--- src/upc_pkg.sv ---
// ----------------------------------------------------------------------------
// upc_pkg: shared types, constants and helper functions
// Holds the transaction payload types, the mode and hold-state codes and the
// character classification functions for the URL percent codec.
// ----------------------------------------------------------------------------
package upc_pkg;

  typedef struct packed {
    logic [7:0] in_byte;
    logic       in_last;
  } in_item_t;

  typedef struct packed {
    logic [7:0] out_byte;
    logic       run_end;
    logic       string_end;
  } out_item_t;

  // Results caused by one input item: up to three bytes, their count and the
  // end-of-string flag of the item that caused them.
  typedef struct packed {
    logic [2:0][7:0] bytes;
    logic [1:0]      cnt;
    logic            last;
  } res_t;

  localparam logic MODE_ENCODE = 1'b0;
  localparam logic MODE_DECODE = 1'b1;

  localparam logic [1:0] PEND_NONE = 2'd0;
  localparam logic [1:0] PEND_PCT  = 2'd1;
  localparam logic [1:0] PEND_HIGH = 2'd2;

  localparam logic [1:0] CNT_ZERO  = 2'd0;
  localparam logic [1:0] CNT_ONE   = 2'd1;
  localparam logic [1:0] CNT_TWO   = 2'd2;
  localparam logic [1:0] CNT_THREE = 2'd3;

  localparam logic [7:0] CHAR_PCT   = 8'h25;
  localparam logic [7:0] CHAR_DASH  = 8'h2D;
  localparam logic [7:0] CHAR_USCR  = 8'h5F;
  localparam logic [7:0] CHAR_DOT   = 8'h2E;
  localparam logic [7:0] CHAR_TILDE = 8'h7E;
  localparam logic [7:0] CHAR_ZERO  = 8'h30;
  localparam logic [7:0] CHAR_NINE  = 8'h39;
  localparam logic [7:0] CHAR_UA    = 8'h41;
  localparam logic [7:0] CHAR_UZ    = 8'h5A;
  localparam logic [7:0] CHAR_LA    = 8'h61;
  localparam logic [7:0] CHAR_LZ    = 8'h7A;
  localparam logic [7:0] CASE_GAP   = 8'd32;
  localparam logic [7:0] HEX_ALPHA  = 8'd55;

  // Unreserved characters are copied through by the encoder.
  function automatic logic passes_through(input logic [7:0] b);
    logic res;
    res = (b inside {[CHAR_ZERO:CHAR_NINE], [CHAR_UA:CHAR_UZ], [CHAR_LA:CHAR_LZ]}) ||
          (b == CHAR_DASH) || (b == CHAR_USCR) || (b == CHAR_DOT) || (b == CHAR_TILDE);
    return res;
  endfunction

  // Uppercase hex character for one nibble.
  function automatic logic [7:0] hex_char(input logic [3:0] nib);
    logic [7:0] res;
    if (nib < 4'd10) begin
      res = CHAR_ZERO + {4'd0, nib};
    end else begin
      res = CHAR_UA + {4'd0, nib} - 8'd10;
    end
    return res;
  endfunction

  // Lenient hex digit value, modulo 256.
  function automatic logic [7:0] lenient_hex(input logic [7:0] b);
    logic [7:0] res;
    if (b inside {[CHAR_ZERO:CHAR_NINE]}) begin
      res = b - CHAR_ZERO;
    end else if (b inside {[CHAR_LA:CHAR_LZ]}) begin
      res = b - CASE_GAP - HEX_ALPHA;
    end else begin
      res = b - HEX_ALPHA;
    end
    return res;
  endfunction

endpackage

--- src/upc_skid.sv ---
// ----------------------------------------------------------------------------
// upc_skid: two-entry input buffer
// Registers incoming transactions so that the input stall is a flop output
// and a new transaction can still be taken in every cycle while it is not full.
// ----------------------------------------------------------------------------
module upc_skid (
  input  logic              clk_i,
  input  logic              rst_ni,
  input  logic              valid_i,
  output logic              stall_o,
  input  upc_pkg::in_item_t data_i,
  output logic              avail_o,
  output upc_pkg::in_item_t head_o,
  input  logic              pop_i
);
  import upc_pkg::*;

  in_item_t   mem_q [2];
  logic       wr_ptr_q, wr_ptr_d;
  logic       rd_ptr_q, rd_ptr_d;
  logic [1:0] count_q, count_d;
  logic       push, pop;

  assign stall_o = (count_q == 2'd2);
  assign avail_o = (count_q != 2'd0);
  assign head_o  = mem_q[rd_ptr_q];
  assign push    = valid_i && !stall_o;
  assign pop     = pop_i && avail_o;

  always_comb begin
    wr_ptr_d = push ? ~wr_ptr_q : wr_ptr_q;
    rd_ptr_d = pop  ? ~rd_ptr_q : rd_ptr_q;
    count_d  = count_q + {1'b0, push} - {1'b0, pop};
  end

  always_ff @(posedge clk_i or negedge rst_ni) begin
    if (!rst_ni) begin
      wr_ptr_q <= 1'b0;
      rd_ptr_q <= 1'b0;
      count_q  <= 2'd0;
    end else begin
      wr_ptr_q <= wr_ptr_d;
      rd_ptr_q <= rd_ptr_d;
      count_q  <= count_d;
    end
  end

  always_ff @(posedge clk_i) begin
    if (push) begin
      mem_q[wr_ptr_q] <= data_i;
    end
  end

endmodule

--- src/upc_xlate.sv ---
// ----------------------------------------------------------------------------
// upc_xlate: encode / decode step
// Holds the mode register and the decoder's held-percent state, and works
// out the results of one input transaction.
// ----------------------------------------------------------------------------
module upc_xlate (
  input  logic              clk_i,
  input  logic              rst_ni,
  input  logic              cfg_we_i,
  input  logic              cfg_mode_i,
  input  upc_pkg::in_item_t item_i,
  input  logic              fire_i,
  output upc_pkg::res_t     res_o
);
  import upc_pkg::*;

  logic       mode_q, mode_d;
  logic [1:0] pend_q, pend_d;
  logic [7:0] held_q, held_d;
  logic [7:0] b;
  logic       last;
  logic [7:0] hi_val;
  logic [7:0] lo_val;
  logic [7:0] dec_val;

  assign b       = item_i.in_byte;
  assign last    = item_i.in_last;
  assign hi_val  = lenient_hex(held_q);
  assign lo_val  = lenient_hex(b);
  assign dec_val = {hi_val[3:0], 4'd0} + lo_val;

  always_comb begin
    res_o.bytes = '0;
    res_o.cnt   = CNT_ZERO;
    res_o.last  = last;
    pend_d      = pend_q;
    held_d      = held_q;
    if (mode_q == MODE_ENCODE) begin
      pend_d = PEND_NONE;
      held_d = '0;
      if (passes_through(b)) begin
        res_o.bytes[0] = b;
        res_o.cnt      = CNT_ONE;
      end else begin
        res_o.bytes[0] = CHAR_PCT;
        res_o.bytes[1] = hex_char(b[7:4]);
        res_o.bytes[2] = hex_char(b[3:0]);
        res_o.cnt      = CNT_THREE;
      end
    end else begin
      case (pend_q)
        PEND_HIGH: begin
          res_o.bytes[0] = dec_val;
          res_o.cnt      = CNT_ONE;
          pend_d         = PEND_NONE;
          held_d         = '0;
        end
        PEND_PCT: begin
          if (last) begin
            res_o.bytes[0] = CHAR_PCT;
            res_o.bytes[1] = b;
            res_o.cnt      = CNT_TWO;
            pend_d         = PEND_NONE;
          end else begin
            held_d = b;
            pend_d = PEND_HIGH;
          end
        end
        default: begin
          if (b == CHAR_PCT && !last) begin
            pend_d = PEND_PCT;
          end else begin
            res_o.bytes[0] = b;
            res_o.cnt      = CNT_ONE;
          end
        end
      endcase
      if (last) begin
        pend_d = PEND_NONE;
        held_d = '0;
      end
    end
    mode_d = mode_q;
    if (cfg_we_i) begin
      mode_d = cfg_mode_i;
      pend_d = PEND_NONE;
      held_d = '0;
    end else if (!fire_i) begin
      pend_d = pend_q;
      held_d = held_q;
    end
  end

  always_ff @(posedge clk_i or negedge rst_ni) begin
    if (!rst_ni) begin
      mode_q <= MODE_ENCODE;
      pend_q <= PEND_NONE;
      held_q <= '0;
    end else begin
      mode_q <= mode_d;
      pend_q <= pend_d;
      held_q <= held_d;
    end
  end

  // The hold state never takes its unused code.
  a_pend_legal: assert property (@(posedge clk_i) disable iff (!rst_ni)
    (pend_q == PEND_NONE) || (pend_q == PEND_PCT) || (pend_q == PEND_HIGH))
    else $error("hold state took an unused code");

  // Nothing is ever held while encoding.
  a_enc_no_hold: assert property (@(posedge clk_i) disable iff (!rst_ni)
    (mode_q == MODE_ENCODE) |-> (pend_q == PEND_NONE))
    else $error("hold state set in encode mode");

  // A register write always drops any held percent sequence.
  a_cfg_clears: assert property (@(posedge clk_i) disable iff (!rst_ni)
    cfg_we_i |=> (pend_q == PEND_NONE) && (held_q == 8'd0))
    else $error("hold state survived a mode write");

endmodule

--- src/url_percent_codec_top.sv ---
// ----------------------------------------------------------------------------
// url_percent_codec_top: streaming URL percent encoder / decoder
// Converts a byte string to or from percent encoding, one input transaction
// per byte, with up to three output transactions for each of them.
// ----------------------------------------------------------------------------
// Usage
//   Input channel: in_valid_i / in_stall_o with in_data_i (byte and last flag).
//   Output channel: out_valid_o / out_stall_i with out_o (byte, run_end,
//   string_end). A transaction moves on an edge where valid is high and stall
//   is low. run_end marks the final output caused by one input byte, and
//   string_end the final output of a whole string.
//   Configuration: cfg_valid_i / cfg_ready_o with cfg_data_i carrying the mode
//   bit (0 encode, 1 decode). Write it only while the block is idle; a write
//   also drops any percent sequence that the decoder holds.
//   Timing: an input item passes through the input buffer register and then
//   the result buffer register, from which its outputs are offered.
//   Throughput: one input byte per cycle when it yields one output and the
//   output is not stalled; an escaped byte in encode mode needs three one-byte
//   output transactions. A held '%' or high digit yields nothing.
//   Reset puts the block in encode mode with nothing held and both buffers
//   empty. When the receiver stalls, the current output is held steady, the
//   two-entry input buffer fills, and in_stall_o rises once it is full.
// ----------------------------------------------------------------------------
module url_percent_codec_top (
  input  logic               clk_i,
  input  logic               rst_ni,
  input  logic               in_valid_i,
  output logic               in_stall_o,
  input  upc_pkg::in_item_t  in_data_i,
  output logic               out_valid_o,
  input  logic               out_stall_i,
  output upc_pkg::out_item_t out_o,
  input  logic               cfg_valid_i,
  output logic               cfg_ready_o,
  input  logic               cfg_data_i
);
  import upc_pkg::*;

  in_item_t   head;
  logic       head_avail;
  logic       pop;
  res_t       res_new;
  res_t       res_q;
  logic       buf_valid_q, buf_valid_d;
  logic [1:0] idx_q, idx_d;
  logic       run_end;
  logic       take;
  logic       buf_free;

  // The mode register is always ready; the user must make writes only while idle, which the block does not enforce.
  assign cfg_ready_o = 1'b1;

  upc_skid u_skid (
    .clk_i   (clk_i),
    .rst_ni  (rst_ni),
    .valid_i (in_valid_i),
    .stall_o (in_stall_o),
    .data_i  (in_data_i),
    .avail_o (head_avail),
    .head_o  (head),
    .pop_i   (pop)
  );

  upc_xlate u_xlate (
    .clk_i      (clk_i),
    .rst_ni     (rst_ni),
    .cfg_we_i   (cfg_valid_i && cfg_ready_o),
    .cfg_mode_i (cfg_data_i),
    .item_i     (head),
    .fire_i     (pop),
    .res_o      (res_new)
  );

  // The result buffer walks through the stored bytes one per output
  // transaction. It reloads in the same cycle that its final byte leaves, so
  // single-result items stream at full rate.
  assign run_end     = (idx_q == (res_q.cnt - 2'd1));
  assign out_valid_o = buf_valid_q;
  assign take        = out_valid_o && !out_stall_i;
  assign buf_free    = !buf_valid_q || (take && run_end);
  assign pop         = head_avail && buf_free;

  always_comb begin
    out_o.out_byte   = res_q.bytes[idx_q];
    out_o.run_end    = run_end;
    out_o.string_end = run_end && res_q.last;
  end

  always_comb begin
    buf_valid_d = buf_valid_q;
    idx_d       = idx_q;
    if (pop) begin
      // An item that only adds to the held sequence leaves the buffer empty.
      buf_valid_d = (res_new.cnt != CNT_ZERO);
      idx_d       = 2'd0;
    end else if (take && run_end) begin
      buf_valid_d = 1'b0;
    end else if (take) begin
      idx_d = idx_q + 2'd1;
    end
  end

  always_ff @(posedge clk_i or negedge rst_ni) begin
    if (!rst_ni) begin
      buf_valid_q <= 1'b0;
      idx_q       <= 2'd0;
    end else begin
      buf_valid_q <= buf_valid_d;
      idx_q       <= idx_d;
    end
  end

  always_ff @(posedge clk_i) begin
    if (pop) begin
      res_q <= res_new;
    end
  end

  // The end of a string is always the end of an item's run.
  a_str_end_run_end: assert property (@(posedge clk_i) disable iff (!rst_ni)
    (out_valid_o && out_o.string_end) |-> out_o.run_end)
    else $error("string end without run end");

  // A full buffer always holds at least one result.
  a_buf_nonzero: assert property (@(posedge clk_i) disable iff (!rst_ni)
    buf_valid_q |-> (res_q.cnt != CNT_ZERO))
    else $error("result buffer valid with no results");

  // The read position stays inside the stored results.
  a_idx_range: assert property (@(posedge clk_i) disable iff (!rst_ni)
    buf_valid_q |-> (idx_q < res_q.cnt))
    else $error("result index past the stored results");

endmodule
--- config.mk ---
export PLATFORM = sky130hd
export DESIGN_NAME = url_percent_codec_top
export DESIGN_NICKNAME = d
export VERILOG_FILES = /design/src/upc_pkg.sv /design/src/upc_skid.sv /design/src/upc_xlate.sv /design/src/url_percent_codec_top.sv
export SDC_FILE = /design/constraint.sdc
export NUM_CORES = 1
export LEC_CHECK = 0
export ABC_AREA = 1
export BUFFER_PORTS_ARGS = -buffer_cell sky130_fd_sc_hd__buf_2
export CAP_MARGIN = 10
export CORE_ASPECT_RATIO = 1.2
export CORE_MARGIN = 2
export CORE_UTILIZATION = 45
export DETAILED_ROUTE_END_ITERATION = 16
export PLACE_DENSITY_LB_ADDON = 0.3
export SKIP_LAST_GASP = 1
export SLEW_MARGIN = 25
export SYNTH_ARGS = -nofsm -noshare
export SYNTH_HDL_FRONTEND = slang
export SYNTH_SLANG_ARGS = --single-unit
--- constraint.sdc ---
create_clock -name clk_i -period 3.5 [get_ports clk_i]
set_input_delay 0 -clock clk_i [delete_from_list [all_inputs] [get_ports clk_i]]
set_output_delay 0 -clock clk_i [all_outputs]
set_load 0.02 [all_outputs]
# == Word level (Yosys, flattened, before mapping) ==
# Memory sizes are Yosys's and may differ from the RTL's.
# Index checks and enable logic that the tools add are counted.
# word_totals
ff_bits,45
input_bits,15
n_memories,1
ramBits,18
# op_classes
n_mux,33
reduce_logical,31
n_addsub,19
n_eq_ne,12
order_cmp,13
n_bitwise,2
# memory_table
name,words,width,rd,rd_ports_with_merged_regs,write_ports,line_no,source
u_skid.mem_q,2,9,1,0,1,upc_skid.sv:18,in_item_t mem_q [2];
# op_table
op,count
8-bit 2-to-1 mux,11
18-bit 2-to-1 mux,2
8-bit by 6-bit subtractor with 8-bit output (second input constant),4
8-bit by 6-bit == test with 1-bit output (second input constant),3
8-bit by 7-bit >= comparator with 1-bit output (second input constant),3
8-bit by 7-bit less-or-equal comparator with 1-bit output (second input constant),3
10-bit 2-to-1 mux,2
10-bit one-hot mux with 2 select lines,1
7-bit by 4-bit adder with 8-bit output (first input constant),2
8-bit binary-select mux with 2-bit select,1
8-bit by 7-bit == test with 1-bit output (second input constant),2
8-bit by 6-bit >= comparator with 1-bit output (second input constant),2
8-bit by 6-bit less-or-equal comparator with 1-bit output (second input constant),2
2-bit 2-to-1 mux,8
8-bit one-hot mux with 2 select lines,1
8-bit by 4-bit subtractor with 8-bit output (second input constant),2
6-bit by 4-bit adder with 7-bit output (first input constant),2
1-bit logical AND,12
2-bit nonzero test,5
8-bit adder,1
4-bit less-than comparator (second input constant),2
4-bit 2-to-1 mux,2
4-bit by 1-bit subtractor with 4-bit output (second input constant),2
4-bit by 3-bit subtractor with 4-bit output (second input constant),2
other kinds (19),33

# == Logic depth before layout (Yosys ltp) ==
# Gate-level depths: netlist of run 1.
# An unclocked memory read counts as a cell.
# depth
ltp_word,12
ltp_mapped,23
mapped_depth_nobuf,22

# == Hierarchy ==
# From an unflattened synthesis of run 1, not the netlist that was laid out.
# hier_totals
hier_cells,468
area_unflattened_um2,3996.3
# by_module_without_submodules
mod,instances,seq_area_each_um2,area_per_inst_um2,cells_each
upc_xlate,1,275.3,1839.3,292
url_percent_codec_top,1,885.8,1268.7,97
upc_skid,1,640.6,888.4,79

# == Worst setup path after synthesis of run 1 ==
# OpenSTA, ideal clock, no wires.
# synth_timing
kind,register -> register
startpoint,reg u_skid.rd_ptr_q
endpoint,reg res_q[10] (netlist bit) (data pin)
setup_ns,0.264
path_buffers,2
t_arrival_ns,3.093
path_slack_ns,0.143
stages_incl_launch_ff,22
path_cell_list,dfrtp_1 inv_2 buf_6 nand2_1 nand2_1 buf_4 ha_1 inv_1 o21ai_1 o21bai_1 nand2_2 nand2_2 inv_1 a221oi_1 ha_1 nand3_1 nand2_1 xor2_1 xnor2_1 nand4_1 nand3_1 a21oi_1
# synth_lines
element,line_no,source
from (decl),upc_skid.sv:20,"logic rd_ptr_q, rd_ptr_d;"
from (signal assigned),upc_skid.sv:43,rd_ptr_q <= rd_ptr_d;
to (signal assigned),url_percent_codec_top.sv:115,res_q <= res_new;
to (decl),url_percent_codec_top.sv:43,res_t res_q;

==> metrics.txt, run 1 <==
die extent in x=slightly below 90 um; post-CTS setup buffer count=0; Clock Pin Slew Worst Setup and Hold Paths=80 ps; Fmax=302.4 MHz; Rel. slew slack=0.4833; Synth async-reset ratio=0.2903; Ys Warns=0; area of the core=approximately 8500 sq um; first-pass GRT wire length=14490 um; Tightest Hold Check Type=input pin to asynchronous set/reset pin; DR WL/cell=between 10 and 15 um; First DRT Iteration DRCs=208; reg2reg path depth=19; crit path launch=u_skid.rd_ptr_q; DR vias=3287; EDFF count, synth=44; Synth Instances=458; RSZ-0062 raised after global routing=no; grt met2 use=0.3316; TritonRoute pass-1 iters=5; boundary pin count=28; Starting Density=0.4565; initial antenna violation count=0; final worst path period share=0.9448; met1 GRT Util=0.2402; Leakage=1.999 nW; Vert. Die Dim=between 100 and 150 um; Routability Congestion=1.040; Netlist cell types=39; Hold Fails Final Rpt=0; skew final=16.57 ps; Setup Slack @ Placement=~91 ps; CP Launch Type=register; Num CTS Buffers=9; R2R setup slack=190 ps; Synthesized Nets=492; gr ovfl total=0; Row Count=37; number of max-cap violations=0; clk_lat worst skew=350 ps; Worst setup endpoint=res_q[10]; Port-buffer cells=26; ys flop type=edfxtp_1; worst-margin pin slew=772.2 ps; fillcell total=between 800 and 900; GR Util met3=0.04150; GR peak layer=met2; reg2reg start=u_skid.rd_ptr_q; WS Path Type=register to register; die area=9355 sq um; CTS sink count=62; Buf+Inv Stages, Crit Path=2; Ant. Diodes=0; number of global-route vias before repair=3100; Slew Viols, Final=0; minimum clock period=~3300 ps; synthesized area=approximately 3900 sq um; share of cells above drive strength 1=0.1779; GR Util All Layers=0.2019; CP required=3600 ps; drt drc=0; maximum clock path buffer count=2; Clock Root Buffer=clkbuf_8; hpwl dp=6684 um; fin nets=546; commonest non-fill, non-tap cell in the layout=nand2_1; Worst path slowest cell=dfrtp_2; Reg2Reg Capture Point=res_q[10]; most frequent cells in the layout=nand2_1, inv_1, nor2_1; final wirelength=8880 um; Peak VDD IR=0.4509 mV; final setup violation count=0; synthesized flop and latch total=62; htree depth=3; CP max stage delay=440 ps; setup slack after layout=193.2 ps; largest net degree at the start of global routing=28; setup TNS=0 ps; ANT nets after route=0; worst-path fanout max=8; critical-path cell list=buf_6 > nand2_1 > nand2_2 > ha_1 > o21ai_1 > a21oi_2 > nand2_2 > inv_2 > nor2_1 > o21ai_1 > xor2_1 > ha_1 > a21oi_1 > nand2_1 > xor2_1 > xnor2_1 > nand4_1 > nand3_1 > a21oi_1; Seq/Total Area, Yosys=0.4581; CTS tree=done; CP Capture Type=register; area grow syn2layout=16.56%; crit path DAT=~3400 ps; status=completed; CP delay by family, top=simple AND/OR/NAND/NOR gates; Worst path depth=19; Pwr per Cell Area=985.5 nW/um^2; Vias/cell=5.185; post-synthesis average cell area=8.444 sq um
==> worst min path at each step <==
| stage | endpoint | from | slack [ps] | cells past startpoint |
|---|---|---|---|---|
| final | idx_q[0] | rst_ni | 110 | 2 |
| after floorplan | idx_q[0] | rst_ni | -300 | 0 |
| after global routing | u_skid.count_q[0] | in_valid_i | 150 | 4 |
| after detailed placement | idx_q[0] | rst_ni | -30 | 1 |
| after CTS | u_xlate.pend_q[1] | cfg_valid_i | 100 | 4 |
| after global placement | out_valid_o | rst_ni | -30 | 1 |
==> flip-flops by register name, summed over array words and instances (netlist names) <==
name	count
res_q	26
u_skid.wr_ptr_q	1
out_valid_o	1
u_xlate.mode_q	1
u_xlate.held_q	8
u_xlate.pend_q	2
u_skid.rd_ptr_q	1
idx_q	2
u_skid.mem_q	18
u_skid.count_q	2
==> stage by stage <==
step	util	cells	area [sq um]	hold WS, ps	total power, mW
3_5_place_dp	0.4911	603	4160	-26.66	3.803
2_1_floorplan	-	458	3867	-295.6	3.118
3_3_place_gp	0.4911	603	4160	-32.35	3.753
6_report	0.5321	634	4508	113.2	4.443
5_1_grt	0.5321	634	4508	154.0	4.822
4_1_cts	0.5278	633	4472	104.9	4.371
==> where the power goes <==
part,total [mW],internal (mW),switching [mW]
Sequential,1.25,1.13,0.122
Combinational,2.63,0.905,1.73
Clock,0.555,0.293,0.262
==> worst register-to-register path: cells and delay by family (launching register included) <==
family	cells	cell delay, ps
buf+inv	2	250
flops	1	440
fa+ha+maj	2	590
simple gates	7	730
compound gates	5	550
xor+xnor	3	490
==> Yosys cell counts (all sizes together), types with 2 or more instances <==
cell,n,share of area
a211oi,3,0.0058
ha,18,0.058
nor2,49,0.050
buf,12,0.026
nand3,32,0.046
edfxtp,44,0.34
clkbuf,3,0.0029
inv,64,0.062
xor2,10,0.023
or2,2,0.0032
o211ai,3,0.0058
xnor2,3,0.0068
o22ai,5,0.0081
a21oi,21,0.031
nand3b,4,0.0078
nand2,97,0.10
nor3,5,0.0078
nand4,5,0.0081
o21ai,52,0.068
a22oi,3,0.0058
dfrtp,18,0.12
==> layer usage <==
metal / share of wire / wire length, um
met4: 0.040 / 352
met3: 0.052 / 463
met5: 0 / 0
met2: 0.49 / 4344
met1: 0.42 / 3720
==> final cells by class <==
cell class | instances | area, sq um | area share
Sequential cell | 62 | 1773 | 0.3933
Clock buffer | 14 | 162.7 | 0.03608
Inverter | 64 | 245.2 | 0.05440
Tap cell | 117 | 146.4 | 0.03247
Clock inverter | 2 | 8.758 | 0.001943
Timing Repair Buffer | 58 | 410.4 | 0.09104
Multi-Input combinational cell | 317 | 1762 | 0.3908
==> timing repair <==
action                                  in CTS  in global routing
endpoints found under the setup margin       0                  3
hold buffers                                14                  0
endpoints found under the hold margin       38                  0
gates resized for setup                      0                 12
==> logic make-up after synthesis <==
family                   synth area share
other                           0.0009696
AO/OA/AOI/OAI                      0.1310
AND/OR/NAND/NOR                    0.2261
flip-flops                         0.4581
XOR/XNOR                          0.02944
adder cells (fa/ha/maj)           0.06341
buffers and inverters             0.09091
Power figures use the tool's default switching activity.
==> run 2: changes to the inputs <==
- ABC_AREA: 1 -> unset
==> run 2 against run 1 <==
Routed wire length increased by 0.95%. Sequential share of layout area decreased by 2.2 points. Highest routed layer unchanged. Total power decreased by 0.73%. Clock skew decreased by 9.8 ps.
==> metrics.txt, run 2 <==
status=completed; number of max-cap violations=0; RSZ-0062 raised after global routing=yes; clk_lat worst skew=approximately 340 ps; die extent in x=88.26 um; Leakage=1.901 nW; DR vias=2984; reg2reg path depth=15; Clock Pin Slew Worst Setup and Hold Paths=70 ps; Clock Root Buffer=clkbuf_8; die area=9276 sq um; First DRT Iteration DRCs=190; Port-buffer cells=26; worst-margin pin slew=759.9 ps; minimum clock period=around 3500 ps; number of global-route vias before repair=2959; fin area=4777 sq um; share of cells above drive strength 1=0.3138; post-place instance area=4308 sq um; post-synthesis average cell area=11.18 sq um; Num CTS Buffers=9; Routability Congestion=0.9235; GR Util All Layers=0.2044; max reg flops=26; Row Count=36; area grow syn2layout=24.61%; ANT nets after route=0; Setup Slack @ Placement=-64.17 ps; Ant. Diodes=0; initial antenna violation count=0; synthesized area=3834 sq um; first-pass GRT wire length=14400 um; R2R setup slack=1 ps; Ys Warns=0; routed wl met3=394 um; Pwr per Cell Area=approximately 900 nW/um^2; Hold Fails Final Rpt=0; Peak VDD IR=0.4500 mV; DR WL/cell=16.57 um; Reg2Reg Capture Point=res_q[10]; post-layout power=4.410 mW; CTS sink count=62; Slew Viols, Final=0; critical-path cell list=buf_12 > buf_4 > and4bb_2 > o211a_1 > a21oi_1 > or2_1 > o22ai_2 > a31oi_2 > ha_1 > a21o_1 > a21oi_2 > xnor2_1 > xnor2_1 > and4_1 > o31ai_2; htree depth=3; CP required=3600 ps; Worst path slowest cell=dfrtp_2; worst-path fanout max=8; gr ovfl total=0; Biggest register=res_q; Yosys top cell by area=edfxtp_1; TritonRoute pass-1 iters=4; Netlist cell types=68; area of the core=8198 sq um; final setup violation count=0; final wirelength=8964 um; Rel. slew slack=0.4916; ys flop type=edfxtp_1; hpwl dp=6624 um; synthesized flop and latch total=62; drt drc=0; final worst path period share=0.9996; Tightest Hold Check Type=input pin to asynchronous set/reset pin; Met2 Wirelength=4661 um; Synth Instances=~340; Vert. Die Dim=roughly 110 um; CP Capture Type=register; commonest cells in the synthesized netlist=edfxtp_1, nand2_1, nor2_1; setup slack after layout=1.409 ps; CTS tree=done; Synth top area share=0.3446; CP Launch Type=register; maximum clock path buffer count=2; Starting Density=0.4676; Regs by FF count=res_q x26, u_skid.mem_q x18, u_xlate.held_q x8; Synthesized Nets=roughly 380; commonest non-fill, non-tap cell in the layout=edfxtp_1; crit path DAT=3590 ps; skew final=6.820 ps; boundary pin count=28; largest net degree at the start of global routing=29; CP max stage delay=450 ps; cell with the most instances after synthesis=edfxtp_1; most used cell, CP=xnor2_1; M1 WL=~3700 um; reg2reg start=u_skid.rd_ptr_q; Fmax=285.8 MHz; Synth area leaders=edfxtp_1, dfrtp_1, ha_1; Vias/cell=5.516; most frequent cells in the layout=edfxtp_1, buf_4, nand2_1; Synth async-reset ratio=0.2903; top layer in use=met4; WS Path Type=register to register; Seq/Total Area, Yosys=0.4621; fin nets=456; EDFF count, synth=44
run 2: changes by cell type in the layout (fill, tap and decap cells not counted), sizes merged, moves of 10 or more:
cell,change
a31oi,+10
buf,+22
inv,-47
mux2,+15
mux2i,+16
nand2,-69
nand3,-27
nor2,-18
o21ai,-27
xnor2,+10
run 2: through the flow:
stage                     utilization  setup TNS [ps]  hold slack, ps  instances
final                          0.5827               0           131.6        541
after detailed placement       0.5255          -64.17          -23.99        501
after global routing           0.5827          -86.67           165.2        541
after CTS                      0.5751               0           125.7        536
after global placement         0.5255               0          -38.50        501
after floorplan                     -               0          -295.6        343
run 2: critical path, delay by kind of cell (launching register included):
family	cells	cell delay, ps
and+or+nand+nor	3	720
adders and majority gates	1	280
xor gates and xnor gates	2	300
AOI/OAI and AO/OA	7	1200
DFF	1	450
buffers and inverters	2	300
run 2: kinds of logic after synthesis:
family          synth area share
xor+xnor                 0.03427
other cells            0.0009782
buf+inv                  0.03884
compound gates            0.1665
simple gates              0.1338
mux                      0.09954
flops                     0.4621
fa+ha+maj                0.06397
run 2: repair_timing:
item	in CTS	in global routing
endpoints found under the setup margin	1	1
setup buffers	4	5
pin swaps	6	7
hold buffers	15	0
gates resized for setup	3	4
endpoints found under the hold margin	39	0
run 2: routing by layer:
metal	up-vias	track usage
li1	1426	-
met1	1430	0.2427
met2	109	0.3550
met3	19	0.03555
met4	0	0.08766
met5	-	0
run 2: worst max-delay path by stage:
stage,startpoint,to,slack (ps),depth (start not counted)
floorplan,u_skid.rd_ptr_q,res_q[10],2,16
global placement,u_skid.rd_ptr_q,res_q[10],40,15
detailed placement,u_skid.rd_ptr_q,res_q[10],-60,16
CTS,u_skid.rd_ptr_q,res_q[10],20,16
global route,u_skid.rd_ptr_q,res_q[10],-80,16
finish,u_skid.rd_ptr_q,res_q[10],1,15
run 2: cell type report:
| cell class | count | area, sq um |
|---|---|---|
| Clock inverter | 5 | 73.82 |
| Clock buffer | 11 | 131.4 |
| Fill cell | 731 | 3421 |
| Sequential cell | 62 | 1773 |
| Multi-Input combinational cell | 252 | 1999 |
| Tap cell | 114 | 142.6 |
| Inverter | 16 | 60.06 |
| Timing Repair Buffer | 81 | 596.8 |
run 2: power by group:
group	total, mW	switching [mW]	internal, mW
registers	1.20	0.114	1.08
clock network	0.658	0.262	0.396
logic	2.55	1.41	1.14
==> run 3: changes to the inputs <==
- PLACE_DENSITY: unset -> 0.68
- PLACE_DENSITY_LB_ADDON: 0.3 -> unset
==> run 3 against run 2 <==
Design area is 1.3% higher. Critical path type unchanged. Global-route usage fell by 0.22 points. Utilization up 0.76 points. Setup slack gained 50 ps. Clock power grew 5.8%.
==> metrics.txt, run 3 (synthesized netlist as in run 2, its figures left out) <==
Row Count=36; critical-path cell list=mux2i_4 > buf_12 > ha_4 > nor4b_4 > or4b_4 > o21a_4 > o22ai_4 > a31oi_4 > ha_1 > a21o_1 > a21oi_2 > xnor2_1 > xnor2_1 > and4_1 > o31ai_2; hpwl dp=6514 um; Slew Viols, Final=0; crit path launch=u_skid.rd_ptr_q; CP Launch Type=register; reg2reg start=u_skid.rd_ptr_q; initial antenna violation count=0; clk_lat worst skew=340 ps; WS Path Type=register to register; CP Capture Type=register; GR Util All Layers=0.2022; Port-buffer cells=26; Num CTS Buffers=9; most used cell, CP=xnor2_1; Pwr per Cell Area=approximately 930 nW/um^2; status=completed; fin nets=roughly 450; met1 GRT Util=0.2387; DR WL/cell=approximately 17 um; final setup violation count=0; die extent in x=slightly below 90 um; worst-path fanout max=6; final worst path period share=0.9852; GR Util met3=0.04186; Worst path slowest cell=or4b_4; commonest non-fill, non-tap cell in the layout=edfxtp_1; Leakage=1.916 nW; GR peak layer=met2; max reg flops=26; die area=about 9000 sq um; skew final=just under 8 ps; area of the core=roughly 8000 sq um; Peak VDD IR=0.4410 mV; Starting Density=0.4676; Hold Fails Final Rpt=0; Util after Layout=0.5904; Clock Pin Slew Worst Setup and Hold Paths=approximately 70 ps; share of cells above drive strength 1=0.3271; drt drc=0; First DRT Iteration DRCs=about 190; CP required=approximately 3600 ps; htree depth=3; number of global-route vias before repair=2987; Rel. slew slack=0.4792; Biggest register=res_q; grt met2 use=0.3437; CTS sink count=between 60 and 70; worst-margin pin slew=778.3 ps; ANT nets after route=0; first-pass GRT wire length=14280 um; CP max stage delay=about 520 ps; setup TNS=0 ps; Vias/cell=5.410; post-layout power=approximately 4.5 mW; Clock Root Buffer=clkbuf_8; crit path DAT=3550 ps; Regs by FF count=res_q x26, u_skid.mem_q x18, u_xlate.held_q x8; Vert. Die Dim=105.1 um; most frequent cells in the layout=edfxtp_1, buf_4, nand2_1; largest net degree at the start of global routing=29; hold_sp=cfg_valid_i; final wirelength=roughly 9100 um; boundary pin count=28; Ant. Diodes=0; DR vias=2916; Routability Congestion=0.8764; maximum clock path buffer count=2; Post-Place Cells=500; Tightest Hold Check Type=input pin to register; number of max-cap violations=0; area grow syn2layout=26.24%; minimum clock period=3448 ps; TritonRoute pass-1 iters=6; RSZ-0062 raised after global routing=yes; CTS tree=done; gr ovfl total=0; final std cells w/o fill=539; Fmax=290.0 MHz
-- run 3: changes by cell type in the layout (fill, tap and decap cells not counted), sizes merged --
cell	previous run	this run
clkbuf	11	14
buf	66	64
clkinv	3	1
bufinv	2	1
-- run 3: area by class of cell --
cell class              instances  area, sq um
clock inverters                 2        35.03
inverters                      16        60.06
multi-input cells             252         2033
flip-flops and latches         62         1773
clock buffers                  14        193.9
well taps                     114        142.6
repair buffers                 79        601.8
fillers                       709         3358
-- run 3: worst max-delay path: cells and delay by family, from the launching register on --
family          cells  cell delay [ps]
flops               1              430
mux                 1              340
simple gates        3              790
xor+xnor            2              290
compound gates      6              780
buf+inv             1              150
fa+ha+maj           2              440
-- run 3: stage by stage --
| stage | cell area, sq um | setup WS [ps] | hold slack (ps) |
|---|---|---|---|
| 2_1_floorplan | 3886 | 1.908 | -295.6 |
| 3_3_place_gp | 4288 | 54.98 | -44.24 |
| 3_5_place_dp | 4288 | -20.34 | -33.52 |
| 4_1_cts | 4690 | 0.1723 | 116.6 |
| 5_1_grt | 4840 | -43.20 | 155.5 |
| 6_report | 4840 | 51.77 | 124.7 |
-- run 3: per-layer routing --
| metal | share of wire | vias to the layer above |
|---|---|---|
| li1 | - | 1416 |
| met1 | 0.42 | 1396 |
| met2 | 0.51 | 78 |
| met3 | 0.035 | 26 |
| met4 | 0.031 | 0 |
| met5 | 0 | - |
-- run 3: what timing repair did --
action                                  in CTS  in global routing
pin swaps                                    2                  9
endpoints found under the setup margin       1                  2
gates resized for setup                      3                 13
hold buffers                                15                  0
endpoints found under the hold margin       39                  0
setup buffers                                1                  7
-- run 3: path summary, 6_finish.rpt --
| check | depth (start not counted) | endpoint | slack, ps |
|---|---|---|---|
| min reg2reg | 1 | u_xlate.held_q[7] | 500 |
| min in group asynchronous | 2 | idx_q[0] | 130 |
| max | 15 | res_q[10] | 50 |
| min | 4 | u_xlate.held_q[1] | 120 |
| max reg2reg | 15 | res_q[10] | 50 |
| max in group asynchronous | 2 | u_skid.rd_ptr_q | 3030 |
-- run 3: power by group --
part | leakage [nW] | switching (mW) | internal, mW
combinational | 1.16 | 1.42 | 1.15
sequential | 0.638 | 0.153 | 1.08
clock | 0.118 | 0.267 | 0.430
total | 1.92 | 1.84 | 2.67
